**src/uart_frame_receiver_multi_slot_defines.svh**
```systemverilog
// Assertion macros shared by the frame receiver modules.
// Each module that asserts includes this header; clk and rst_n must be in scope.
`ifndef UART_FRAME_RECEIVER_MULTI_SLOT_DEFINES_SVH
`define UART_FRAME_RECEIVER_MULTI_SLOT_DEFINES_SVH

// Same-cycle implication, off during reset.
`define UFR_ASSERT_IMPLIES(label, ante, cons, msg) \
    label: assert property (@(posedge clk) disable iff (!rst_n) (ante) |-> (cons)) \
        else $error(msg);

// Next-cycle implication, off during reset.
`define UFR_ASSERT_NEXT(label, ante, cons, msg) \
    label: assert property (@(posedge clk) disable iff (!rst_n) (ante) |=> (cons)) \
        else $error(msg);

`endif

```
**src/ufr_pkg.sv**
```systemverilog
// Shared constants, types and helpers of the frame receiver.
// No dependencies; every module imports this package.
`timescale 1ns / 1ps

package ufr_pkg;

    localparam int FRAME_LEN   = 16;
    localparam int NUM_SLOTS   = 3;
    // Power of two, so the queue pointers wrap on their own.
    localparam int QUEUE_DEPTH = 4;

    localparam int CNT_W      = $clog2(FRAME_LEN);
    localparam int SLOT_IDX_W = (NUM_SLOTS > 1) ? $clog2(NUM_SLOTS) : 1;
    localparam int QPTR_W     = $clog2(QUEUE_DEPTH);
    localparam int CFG_IDX_W  = 2;

    localparam logic OP_BYTE    = 1'b0;
    localparam logic OP_RELEASE = 1'b1;

    localparam logic [CFG_IDX_W-1:0] CFG_START_BYTE   = 2'd0;
    localparam logic [CFG_IDX_W-1:0] CFG_STATION_ADDR = 2'd1;

    localparam logic [1:0] COUNT_MAX = 2'd3;

    // One queued request: a single buffer write, or the start/address pair.
    typedef struct packed {
        logic       two_writes;
        logic [1:0] slot;
        logic [3:0] position;
        logic [7:0] value;
        logic [7:0] start_value;
        logic       frame_done;
        logic [1:0] pending;
    } entry_t;

    typedef struct packed {
        logic full;
        logic not_empty;
    } q_status_t;

    function automatic logic [3:0] to_position(input logic [CNT_W-1:0] cnt);
        logic [CNT_W+3:0] wide;
        wide = {4'b0000, cnt};
        return wide[3:0];
    endfunction

    function automatic logic [1:0] to_slot(input logic [SLOT_IDX_W-1:0] idx);
        logic [SLOT_IDX_W+1:0] wide;
        wide = {2'b00, idx};
        return wide[1:0];
    endfunction

endpackage

```
**src/uart_frame_receiver_multi_slot.sv**
```systemverilog
// Frame receiver with several slots: front end, request queue, write sequencer.
// Depends on ufr_pkg, ufr_front, ufr_queue and ufr_back.
//
// Usage:
//   Input channel (in_valid / in_stall) carries one item per accepted cycle:
//   a received byte or a release of all pending frames. Output channel
//   (out_valid / out_stall) carries buffer writes: slot, position, value,
//   frame_done, pending_frames and last on the final write of an item.
//   Registers start_byte (index 0) and station_address (index 1) are written
//   through cfg_write / cfg_index / cfg_data; the user must write them only
//   while the block is idle; the block does not enforce it. Writes pass the
//   request queue and the registered output stage. Throughput: one item per
//   cycle unless in_stall. An address byte yields the start-byte and address
//   writes, a data byte one; releases and writeless bytes skip the sequencer.
//   A four-entry request queue absorbs bursts; in_stall rises when it is full.
//   Reset empties the queue and output stage, clears both registers to zero,
//   and restores the framing state (slot 0, pending count one).
//   While out_stall is high the output holds, the queue fills, then the input
//   stalls.
`timescale 1ns / 1ps

module uart_frame_receiver_multi_slot (
    input  logic                          clk,
    input  logic                          rst_n,
    input  logic                          in_valid,
    output logic                          in_stall,
    input  logic                          operation,
    input  logic [7:0]                    rx_byte,
    input  logic                          consumer_busy,
    output logic                          out_valid,
    input  logic                          out_stall,
    output logic [1:0]                    slot,
    output logic [3:0]                    position,
    output logic [7:0]                    value,
    output logic                          frame_done,
    output logic [1:0]                    pending_frames,
    output logic                          last,
    input  logic                          cfg_write,
    input  logic [ufr_pkg::CFG_IDX_W-1:0] cfg_index,
    input  logic [7:0]                    cfg_data
);
    import ufr_pkg::*;

    q_status_t status;
    entry_t    push_entry;
    entry_t    head;
    logic      push;
    logic      pop;

    ufr_front u_front (
        .clk           (clk),
        .rst_n         (rst_n),
        .in_valid      (in_valid),
        .in_stall      (in_stall),
        .operation     (operation),
        .rx_byte       (rx_byte),
        .consumer_busy (consumer_busy),
        .cfg_write     (cfg_write),
        .cfg_index     (cfg_index),
        .cfg_data      (cfg_data),
        .status        (status),
        .push          (push),
        .push_entry    (push_entry)
    );

    ufr_queue u_queue (
        .clk        (clk),
        .rst_n      (rst_n),
        .push       (push),
        .push_entry (push_entry),
        .pop        (pop),
        .status     (status),
        .head       (head)
    );

    ufr_back u_back (
        .clk            (clk),
        .rst_n          (rst_n),
        .status         (status),
        .head           (head),
        .pop            (pop),
        .out_valid      (out_valid),
        .out_stall      (out_stall),
        .slot           (slot),
        .position       (position),
        .value          (value),
        .frame_done     (frame_done),
        .pending_frames (pending_frames),
        .last           (last)
    );

endmodule

```
**src/ufr_front.sv**
```systemverilog
// Front end: accepts input items, tracks framing state, issues write requests.
// Depends on ufr_pkg and the shared assertion header.
`timescale 1ns / 1ps
`include "uart_frame_receiver_multi_slot_defines.svh"

module ufr_front (
    input  logic                          clk,
    input  logic                          rst_n,
    input  logic                          in_valid,
    output logic                          in_stall,
    input  logic                          operation,
    input  logic [7:0]                    rx_byte,
    input  logic                          consumer_busy,
    input  logic                          cfg_write,
    input  logic [ufr_pkg::CFG_IDX_W-1:0] cfg_index,
    input  logic [7:0]                    cfg_data,
    input  ufr_pkg::q_status_t            status,
    output logic                          push,
    output ufr_pkg::entry_t               push_entry
);
    import ufr_pkg::*;

    logic [7:0]            start_byte_reg;
    logic [7:0]            station_addr_reg;
    logic                  start_seen_reg, start_seen_next;
    logic                  receiving_reg, receiving_next;
    logic [CNT_W-1:0]      wp_reg, wp_next;
    logic [SLOT_IDX_W-1:0] slot_reg, slot_next;
    logic                  ready_reg, ready_next;
    logic [1:0]            frame_count_reg, frame_count_next;

    logic                  accept;
    logic                  is_start;
    logic                  is_addr;
    logic [SLOT_IDX_W:0]   slot_plus;
    logic                  can_advance;
    logic [CNT_W:0]        pos_plus;
    logic                  at_end;

    assign in_stall    = status.full;
    assign accept      = in_valid && !status.full;
    assign is_start    = !receiving_reg && (rx_byte == start_byte_reg);
    assign is_addr     = !receiving_reg && !is_start && start_seen_reg
                         && (rx_byte == station_addr_reg);
    assign slot_plus   = {1'b0, slot_reg} + 1'b1;
    assign can_advance = slot_plus < (SLOT_IDX_W + 1)'(NUM_SLOTS);
    assign pos_plus    = {1'b0, wp_reg} + 1'b1;
    assign at_end      = pos_plus == (CNT_W + 1)'(FRAME_LEN);

    always_comb
    begin
        start_seen_next  = start_seen_reg;
        receiving_next   = receiving_reg;
        wp_next          = wp_reg;
        slot_next        = slot_reg;
        ready_next       = ready_reg;
        frame_count_next = frame_count_reg;
        push             = 1'b0;
        push_entry.two_writes = 1'b0;
        push_entry.position   = to_position(wp_reg);
        push_entry.frame_done = 1'b0;
        if (accept)
        begin
            if (operation == OP_RELEASE)
            begin
                ready_next       = 1'b0;
                frame_count_next = 2'd1;
            end
            else
            begin
                start_seen_next = is_start;
                if (is_addr)
                begin
                    receiving_next = 1'b1;
                    if ((ready_reg || consumer_busy) && can_advance)
                    begin
                        slot_next = slot_plus[SLOT_IDX_W-1:0];
                        if (frame_count_reg != COUNT_MAX)
                        begin
                            frame_count_next = frame_count_reg + 2'd1;
                        end
                    end
                    else
                    begin
                        slot_next = '0;
                    end
                    // Address byte lands at position 1, the next byte at 2.
                    wp_next               = CNT_W'(2);
                    push                  = 1'b1;
                    push_entry.two_writes = 1'b1;
                    push_entry.position   = to_position(CNT_W'(1));
                end
                else if (receiving_reg)
                begin
                    push                  = 1'b1;
                    push_entry.frame_done = at_end;
                    if (at_end)
                    begin
                        receiving_next = 1'b0;
                        wp_next        = CNT_W'(1);
                        ready_next     = 1'b1;
                    end
                    else
                    begin
                        wp_next = pos_plus[CNT_W-1:0];
                    end
                end
            end
        end
        push_entry.slot        = to_slot(slot_next);
        push_entry.value       = rx_byte;
        push_entry.start_value = start_byte_reg;
        push_entry.pending     = frame_count_next;
    end

    always_ff @(posedge clk or negedge rst_n)
    begin
        if (!rst_n)
        begin
            start_byte_reg   <= '0;
            station_addr_reg <= '0;
            start_seen_reg   <= 1'b0;
            receiving_reg    <= 1'b0;
            wp_reg           <= CNT_W'(1);
            slot_reg         <= '0;
            ready_reg        <= 1'b0;
            frame_count_reg  <= 2'd1;
        end
        else
        begin
            if (cfg_write && (cfg_index == CFG_START_BYTE))
            begin
                start_byte_reg <= cfg_data;
            end
            if (cfg_write && (cfg_index == CFG_STATION_ADDR))
            begin
                station_addr_reg <= cfg_data;
            end
            start_seen_reg  <= start_seen_next;
            receiving_reg   <= receiving_next;
            wp_reg          <= wp_next;
            slot_reg        <= slot_next;
            ready_reg       <= ready_next;
            frame_count_reg <= frame_count_next;
        end
    end

    `UFR_ASSERT_IMPLIES(a_recv_not_armed, receiving_reg, !start_seen_reg,
        "start armed during reception")
    `UFR_ASSERT_IMPLIES(a_count_nonzero, 1'b1, frame_count_reg != 2'd0,
        "pending count dropped to zero")

endmodule

```
**src/ufr_queue.sv**
```systemverilog
// Short request queue between the front end and the write sequencer.
// Depends on ufr_pkg and the shared assertion header.
`timescale 1ns / 1ps
`include "uart_frame_receiver_multi_slot_defines.svh"

module ufr_queue (
    input  logic               clk,
    input  logic               rst_n,
    input  logic               push,
    input  ufr_pkg::entry_t    push_entry,
    input  logic               pop,
    output ufr_pkg::q_status_t status,
    output ufr_pkg::entry_t    head
);
    import ufr_pkg::*;

    entry_t            mem_reg [QUEUE_DEPTH];
    logic [QPTR_W-1:0] wr_ptr_reg;
    logic [QPTR_W-1:0] rd_ptr_reg;
    logic [QPTR_W:0]   count_reg;

    assign status.full      = count_reg == (QPTR_W + 1)'(QUEUE_DEPTH);
    assign status.not_empty = count_reg != '0;
    assign head             = mem_reg[rd_ptr_reg];

    always_ff @(posedge clk)
    begin
        if (push)
        begin
            mem_reg[wr_ptr_reg] <= push_entry;
        end
    end

    always_ff @(posedge clk or negedge rst_n)
    begin
        if (!rst_n)
        begin
            wr_ptr_reg <= '0;
            rd_ptr_reg <= '0;
            count_reg  <= '0;
        end
        else
        begin
            if (push)
            begin
                wr_ptr_reg <= wr_ptr_reg + 1'b1;
            end
            if (pop)
            begin
                rd_ptr_reg <= rd_ptr_reg + 1'b1;
            end
            if (push && !pop)
            begin
                count_reg <= count_reg + 1'b1;
            end
            else if (pop && !push)
            begin
                count_reg <= count_reg - 1'b1;
            end
        end
    end

    `UFR_ASSERT_IMPLIES(a_no_push_full, push, !status.full, "push into full queue")
    `UFR_ASSERT_IMPLIES(a_no_pop_empty, pop, status.not_empty, "pop from empty queue")

endmodule

```
**src/ufr_back.sv**
```systemverilog
// Write sequencer: expands queued requests into buffer writes, one per cycle if
// not stalled, behind a registered output. Depends on ufr_pkg, assertion header.
`timescale 1ns / 1ps
`include "uart_frame_receiver_multi_slot_defines.svh"

module ufr_back (
    input  logic               clk,
    input  logic               rst_n,
    input  ufr_pkg::q_status_t status,
    input  ufr_pkg::entry_t    head,
    output logic               pop,
    output logic               out_valid,
    input  logic               out_stall,
    output logic [1:0]         slot,
    output logic [3:0]         position,
    output logic [7:0]         value,
    output logic               frame_done,
    output logic [1:0]         pending_frames,
    output logic               last
);
    import ufr_pkg::*;

    logic       out_valid_reg;
    logic       phase_reg, phase_next;
    logic [1:0] slot_reg;
    logic [3:0] position_reg, position_next;
    logic [7:0] value_reg, value_next;
    logic       done_reg, done_next;
    logic [1:0] pending_reg;
    logic       last_reg, last_next;
    logic       load;
    logic       take;
    logic       first_half;

    assign load       = !out_valid_reg || !out_stall;
    assign take       = load && status.not_empty;
    assign first_half = head.two_writes && !phase_reg;
    // Hold the entry after the start-byte write; drop it with its final write.
    assign pop        = take && !first_half;
    assign phase_next = take ? first_half : phase_reg;

    always_comb
    begin
        if (first_half)
        begin
            position_next = 4'd0;
            value_next    = head.start_value;
            done_next     = 1'b0;
            last_next     = 1'b0;
        end
        else
        begin
            position_next = head.position;
            value_next    = head.value;
            done_next     = head.frame_done;
            last_next     = 1'b1;
        end
    end

    always_ff @(posedge clk or negedge rst_n)
    begin
        if (!rst_n)
        begin
            out_valid_reg <= 1'b0;
            phase_reg     <= 1'b0;
        end
        else
        begin
            phase_reg <= phase_next;
            if (load)
            begin
                out_valid_reg <= status.not_empty;
            end
        end
    end

    always_ff @(posedge clk)
    begin
        if (take)
        begin
            slot_reg     <= head.slot;
            position_reg <= position_next;
            value_reg    <= value_next;
            done_reg     <= done_next;
            pending_reg  <= head.pending;
            last_reg     <= last_next;
        end
    end

    assign out_valid      = out_valid_reg;
    assign slot           = slot_reg;
    assign position       = position_reg;
    assign value          = value_reg;
    assign frame_done     = done_reg;
    assign pending_frames = pending_reg;
    assign last           = last_reg;

    `UFR_ASSERT_IMPLIES(a_phase_head, phase_reg, status.not_empty && head.two_writes,
        "second half pending without a paired request")
    `UFR_ASSERT_NEXT(a_pair_last, take && phase_reg, out_valid_reg && last_reg,
        "second write of a pair not marked last")

endmodule

```
**config.mk**
```make
export PLATFORM = sky130hd
export DESIGN_NAME = uart_frame_receiver_multi_slot
export DESIGN_NICKNAME = d
export VERILOG_FILES = /design/src/ufr_pkg.sv /design/src/uart_frame_receiver_multi_slot.sv /design/src/ufr_front.sv /design/src/ufr_queue.sv /design/src/ufr_back.sv
export VERILOG_INCLUDE_DIRS = /design/src /design/src/src
export SDC_FILE = /design/constraint.sdc
export NUM_CORES = 1
export LEC_CHECK = 0
export BUFFER_PORTS_ARGS = -buffer_cell sky130_fd_sc_hd__buf_2
export CAP_MARGIN = 5
export CORE_UTILIZATION = 25
export CTS_BUF_LIST = sky130_fd_sc_hd__clkbuf_4
export DETAILED_ROUTE_END_ITERATION = 16
export PLACE_DENSITY_LB_ADDON = 0.08
export SLEW_MARGIN = 20
export SYNTH_ARGS = -nofsm -noshare
export SYNTH_HDL_FRONTEND = slang
export SYNTH_HIERARCHICAL = 1
export SYNTH_SLANG_ARGS = --single-unit
export TNS_END_PERCENT = 5
```
**constraint.sdc**
```tcl
create_clock -name clk -period 4.6 [get_ports clk]
set_input_delay 0.46 -clock clk [delete_from_list [all_inputs] [get_ports clk]]
set_output_delay 0.46 -clock clk [all_outputs]
set_load 0.02 [all_outputs]
```
Yosys cells after proc, flatten, opt, wreduce, memory -nomap -nowiden. Memories as Yosys holds them, arrays and structs flattened. Cells that the tools add are included.

Mux-type cells: 39. Reduce and logical (&&, ||, !) cells: 33. Equal/unequal tests: 7. Bitwise logic cells: 1. Add/sub/neg operators: 7. Magnitude comparators: 1.

Operators by type and width (count): $mux 4 (6); $mux 1 (21); $mux 2 (9); $eq 8x8->1 (2); $logic_and 1x1->1 (13); $logic_not 1->1 (9); $mux 8 (1); $reduce_bool 2->1 (4); $add 2x1->2 const B (3); $mux 3 (2); $add 4x1->5 const B (1); $eq 5x5->1 const B (1); $ne 2x2->1 const B (2); $reduce_and 4->1 (1); $add 2x1->3 const B (1); $add 3x1->3 const B (1); $eq 3x3->1 const B (1); $lt 3x2->1 const B (1); $reduce_and 3->1 (1); $reduce_bool 3->1 (1); $sub 3x1->3 const B (1); $eq 2x1->1 const B (1); $logic_not 2->1 (1); $logic_or 1x1->1 (2); other kinds (2) (2).

Register bits: 54. Memories kept: 1. Input bits: 25. Memory bits (writable): 104. Output and inout port bits: 20. Logic and storage cells: 108.

Memories: u_queue.mem_reg (words 4, bits a word 26, read ports 1, clocked after memory_dff 0, write ports 1, RTL line ufr_queue.sv:17) `entry_t mem_reg [QUEUE_DEPTH];`.

Logic depth before layout (Yosys ltp).
Depth in word-level cells: 13. Mapped depth: 13. Gate-level depth less buffers: 11.

Hierarchy. Netlist, hierarchy kept.

Modules (own cells, without submodules): ufr_queue (seq. area each 3298.2 µm², cells each 170, area each 4196.5 µm², instances 1); ufr_front (seq. area each 678.2 µm², cells each 140, area each 1530.2 µm², instances 1); ufr_back (seq. area each 590.6 µm², cells each 41, area each 790.8 µm², instances 1).

Worst setup path after synthesis. OpenSTA, ideal clock, no wires.

Path kind: flip-flop to flip-flop. From: register u_queue.count_reg[0]. To: register u_queue.count_reg[1]. Setup slack: 1137 ps. Path buffers: 0. Period minus slack after synthesis: 3463 ps. Setup time: 125 ps. Arrival: 3338 ps. Cell stages (with the launch flop): 9. Path through: dfrtp_1 or3_1 a21boi_0 and2_1 inv_1 ha_1 inv_1 fa_1 mux2_2.

RTL lines: start: declaration (RTL line ufr_queue.sv:20) `logic [QPTR_W:0] count_reg;`; start signal: assignment (RTL line ufr_queue.sv:54) `count_reg <= count_reg + 1'b1;`; start signal: assignment (RTL line ufr_queue.sv:58) `count_reg <= count_reg - 1'b1;`.

Final worst setup path.
From: register u_front.start_byte_reg[5]. To: register u_queue.count_reg[1].

Longest elaborated chain between the ends: 12.

Ends and longest elaborated chain: start: declaration (RTL line ufr_front.sv:23) `logic [7:0] start_byte_reg;`; start signal: assignment (RTL line ufr_front.sv:133) `start_byte_reg <= cfg_data;`; $eq 8x8->1 (*) (RTL line ufr_front.sv:42) `assign is_start = !receiving_reg && (rx_byte == start_byte_reg);`; $logic_and 1x1->1 (*) (RTL line ufr_front.sv:42); $logic_not 1->1 (*) (RTL line ufr_front.sv:43) `assign is_addr = !receiving_reg && !is_start && start_seen_reg`; $logic_and 1x1->1 (*) (2 in a row) (RTL line ufr_front.sv:43); $logic_and 1x1->1 (*) (RTL line ufr_front.sv:44) `&& (rx_byte == station_addr_reg);`; $mux 1 (*) (RTL line ufr_front.sv:72) `if (is_addr)`; $mux 1 (*) (RTL line ufr_front.sv:64) `if (operation == OP_RELEASE)`; $mux 1 (*) (RTL line ufr_front.sv:62) `if (accept)`; via push (RTL line uart_frame_receiver_multi_slot.sv:47) `logic push;`; $logic_not 1->1 (RTL line ufr_queue.sv:56) `else if (pop && !push)`; $logic_and 1x1->1 (RTL line ufr_queue.sv:56); $reduce_bool 2->1 (no line).

Mark *: on every way through the listed nets, which the timed path passes. The rest lies on a longest branch. A chain may end at the register's enable or synchronous reset.

==> reports/results.ini <==
[floorplanning]
io_pins=45
core_um2=25400
fp-row-count=58
start_util=0.257
die_w_um=163
dieHeight_um=163
die_area_um2=26700

[clocking]
htree_levels=4
cts_buffers=17
cts.sink_count=158
ctsResizeCount=0
path_clk_slew_ps=140
cts_tree=done
insertion_delay_ps=540
cts-root-buf=clkbuf_4
clockBufferDepth=2

[critical_path]
crit_type=register to register
crit_family=simple AND/OR/NAND/NOR gates
path_depth=9
crit_fanout=8
ff2ff_setup_slack_ps=1680
r2r-start=u_front/start_byte_reg[5]
crit_arrival_ps=3350
reg2reg_depth=9
start_kind=register
worst_setup_path_end_kind=register
worst-endpoint-required_ps=5040
cp_num_buf_inv=1
max_stage_delay_ps=500
crit_chain=xor2_1 -> nor4_1 -> nand2_1 -> and2_4 -> o21a_1 -> ha_1 -> inv_1 -> fa_1 -> mux2_2
cp_slowest_cell=dfrtp_1
reg2reg_to=u_queue/count_reg[1]

[global_routing]
grt_pass1_wl_mm=21.0
grt_max_degree=37
grt-ovfl-total=0
grtUsageTotal=0.112
antenna_found_initial=1
first_global_vias=3299

[drt]
routedWlPerCell_um=18.4
drtAntennaViolNets=0
drc=0
vias=3076
drt-total-wl_mm=13.7
first_pass_iters=4
vias_per_cell=4.12
drt-initial-drc-count=209

[timing]
rsz0062_at_grt=no
fin_crit_ps=2920
max_freq_mhz=343
fin_ws_ps=1680
finalCritPeriodShare=0.634
slew_headroom=0.374
hold_viol=0
finClkSkew_ps=20.9
worst_slew_pin_slew_ps=935
tns_ps=0
finalSetupViolations=0
hold_ws_ps=146
final-max-slew-violation-count=0

[yosys]
synthTopCellsByArea=edfxtp_1 (56%), dfrtp_1 (13%), mux4_2 (6.2%)
ys_ff_latch=158
synth.distinct_cells=48
synth_area_um2=6520
synth_flop_cell=edfxtp_1
yosysTopAreaCell=edfxtp_1
avgSynthCellArea_um2=18.6
yosysMostFrequentCell=edfxtp_1
synthArstFlopShare=0.228
ys_top_cells_by_count=edfxtp_1 (122), dfrtp_1 (34), mux2_2 (23)
synth_edf_count=122
yosysSeqAreaShare=0.701
synth-warning-count=6
syn_nets=385
yosysTopAreaCellShare=0.562
netlist_instances=351

[finish]
multi_input_area_um2=1750
drive_gt1_frac=0.340
regArea_um2=4570
syn2layout_area_growth_pct=12.8
fillers=2544
largest_register_ffs=104
fin_nets=436

[place]
port_buffers=44
post-place-ws_ps=1450
gp_congestion=0.693
hpwl_mm=8.60

[hold_path]
hold_depth=2
min_delay_worst_endpoint=u_back/out_valid
hold_start=out_stall
hp-class=input port to register

[power]
cellPowerDensity_nw_per_um2=466
vdd_ir_drop_max_uv=136
leakage_nw=2.66

[run]
maxCapViolations=0

[outcome]
outcome=completed

## cells in the final DEF, fill, tap and decap left out, drive strengths merged, types with 2 or more instances in the layout
| cell | count |
|---|---|
| o21ai | 7 |
| mux4 | 26 |
| a31oi | 2 |
| clkinv | 6 |
| nand2b | 2 |
| buf | 51 |
| and2b | 2 |
| clkbuf | 17 |
| nand3b | 4 |
| nor4 | 2 |
| nor2 | 6 |
| and2 | 14 |
| nor3 | 3 |
| and3 | 2 |
| nor3b | 2 |
| mux2i | 2 |
| ha | 8 |
| edfxtp | 122 |
| dfstp | 2 |
| inv | 15 |
| a21oi | 4 |
| xnor2 | 10 |
| bufinv | 2 |
| mux2 | 26 |
| nand2 | 15 |
| nand3 | 3 |
| o31ai | 2 |
| dfrtp | 34 |
| xor2 | 12 |
## layer usage
layer | global-route usage | wire [um]
met1 | 0.140 | 6410
met2 | 0.187 | 6830
met3 | 0.0302 | 315
met4 | 0.0362 | 183
met5 | 0 | 0
## worst reg2reg max path, cell delays in order, from the launching register on
cell     delay (ps)
dfrtp_1         500
xor2_1          210
nor4_1          420
nand2_1         220
and2_4          220
o21a_1          250
ha_1            260
inv_1            70
fa_1            410
mux2_2          260
## power breakdown
group / switching, mW / leakage, nW / internal [mW]
Sequential: 0.0730 / 1.56 / 1.70
Clock: 0.546 / 0.163 / 0.342
Combinational: 0.416 / 0.936 / 0.354
Total: 1.04 / 2.66 / 2.39
## worst max path at each step
stage                                   start                endpoint  slack [ps]
floorplan                u_queue/count_reg[0]    u_queue/count_reg[1]        1140
global placement                   rx_byte[3]   u_queue/mem_reg[0][1]        1430
detailed placement                 rx_byte[0]   u_queue/mem_reg[0][1]        1450
CTS                     u_queue/rd_ptr_reg[1]    u_queue/count_reg[1]        1560
global route             u_queue/count_reg[2]  u_queue/mem_reg[0][23]        1470
finish              u_front/start_byte_reg[5]    u_queue/count_reg[1]        1680
## logic make-up after synthesis
kind of cell,Yosys count,share of synthesized area
XOR/XNOR,22,0.0296
AO/OA/AOI/OAI,22,0.0227
buffers and inverters,29,0.0321
AND/OR/NAND/NOR,57,0.0524
flip-flops,158,0.701
adder cells (fa/ha/maj),9,0.0184
multiplexers,54,0.144
## repair_timing
action,4_1_cts,5_1_grt
endpoints found under the hold margin,0,34
hold buffers,0,1
setup buffers,0,0
## metrics by stage
step                total power, mW   util  area, um^2  cells
detailed placement             2.60  0.277        7030    712
finish                         3.43  0.290        7350    746
global route                   3.63  0.290        7350    746
CTS                            3.51  0.289        7340    744
floorplan                      2.40      -        6520    351
global placement               2.60  0.277        7030    712
## area by class of cell
type	instances	share of cell area
sequential	158	0.621
multi-input combinational	164	0.237
tap	330	0.0561
timing repair buffer	52	0.0388
clock inverter	15	0.0243
clock buffer	17	0.0174
inverter	9	0.00459
antenna	1	0.000340
(Power assumes the default switching activity.)
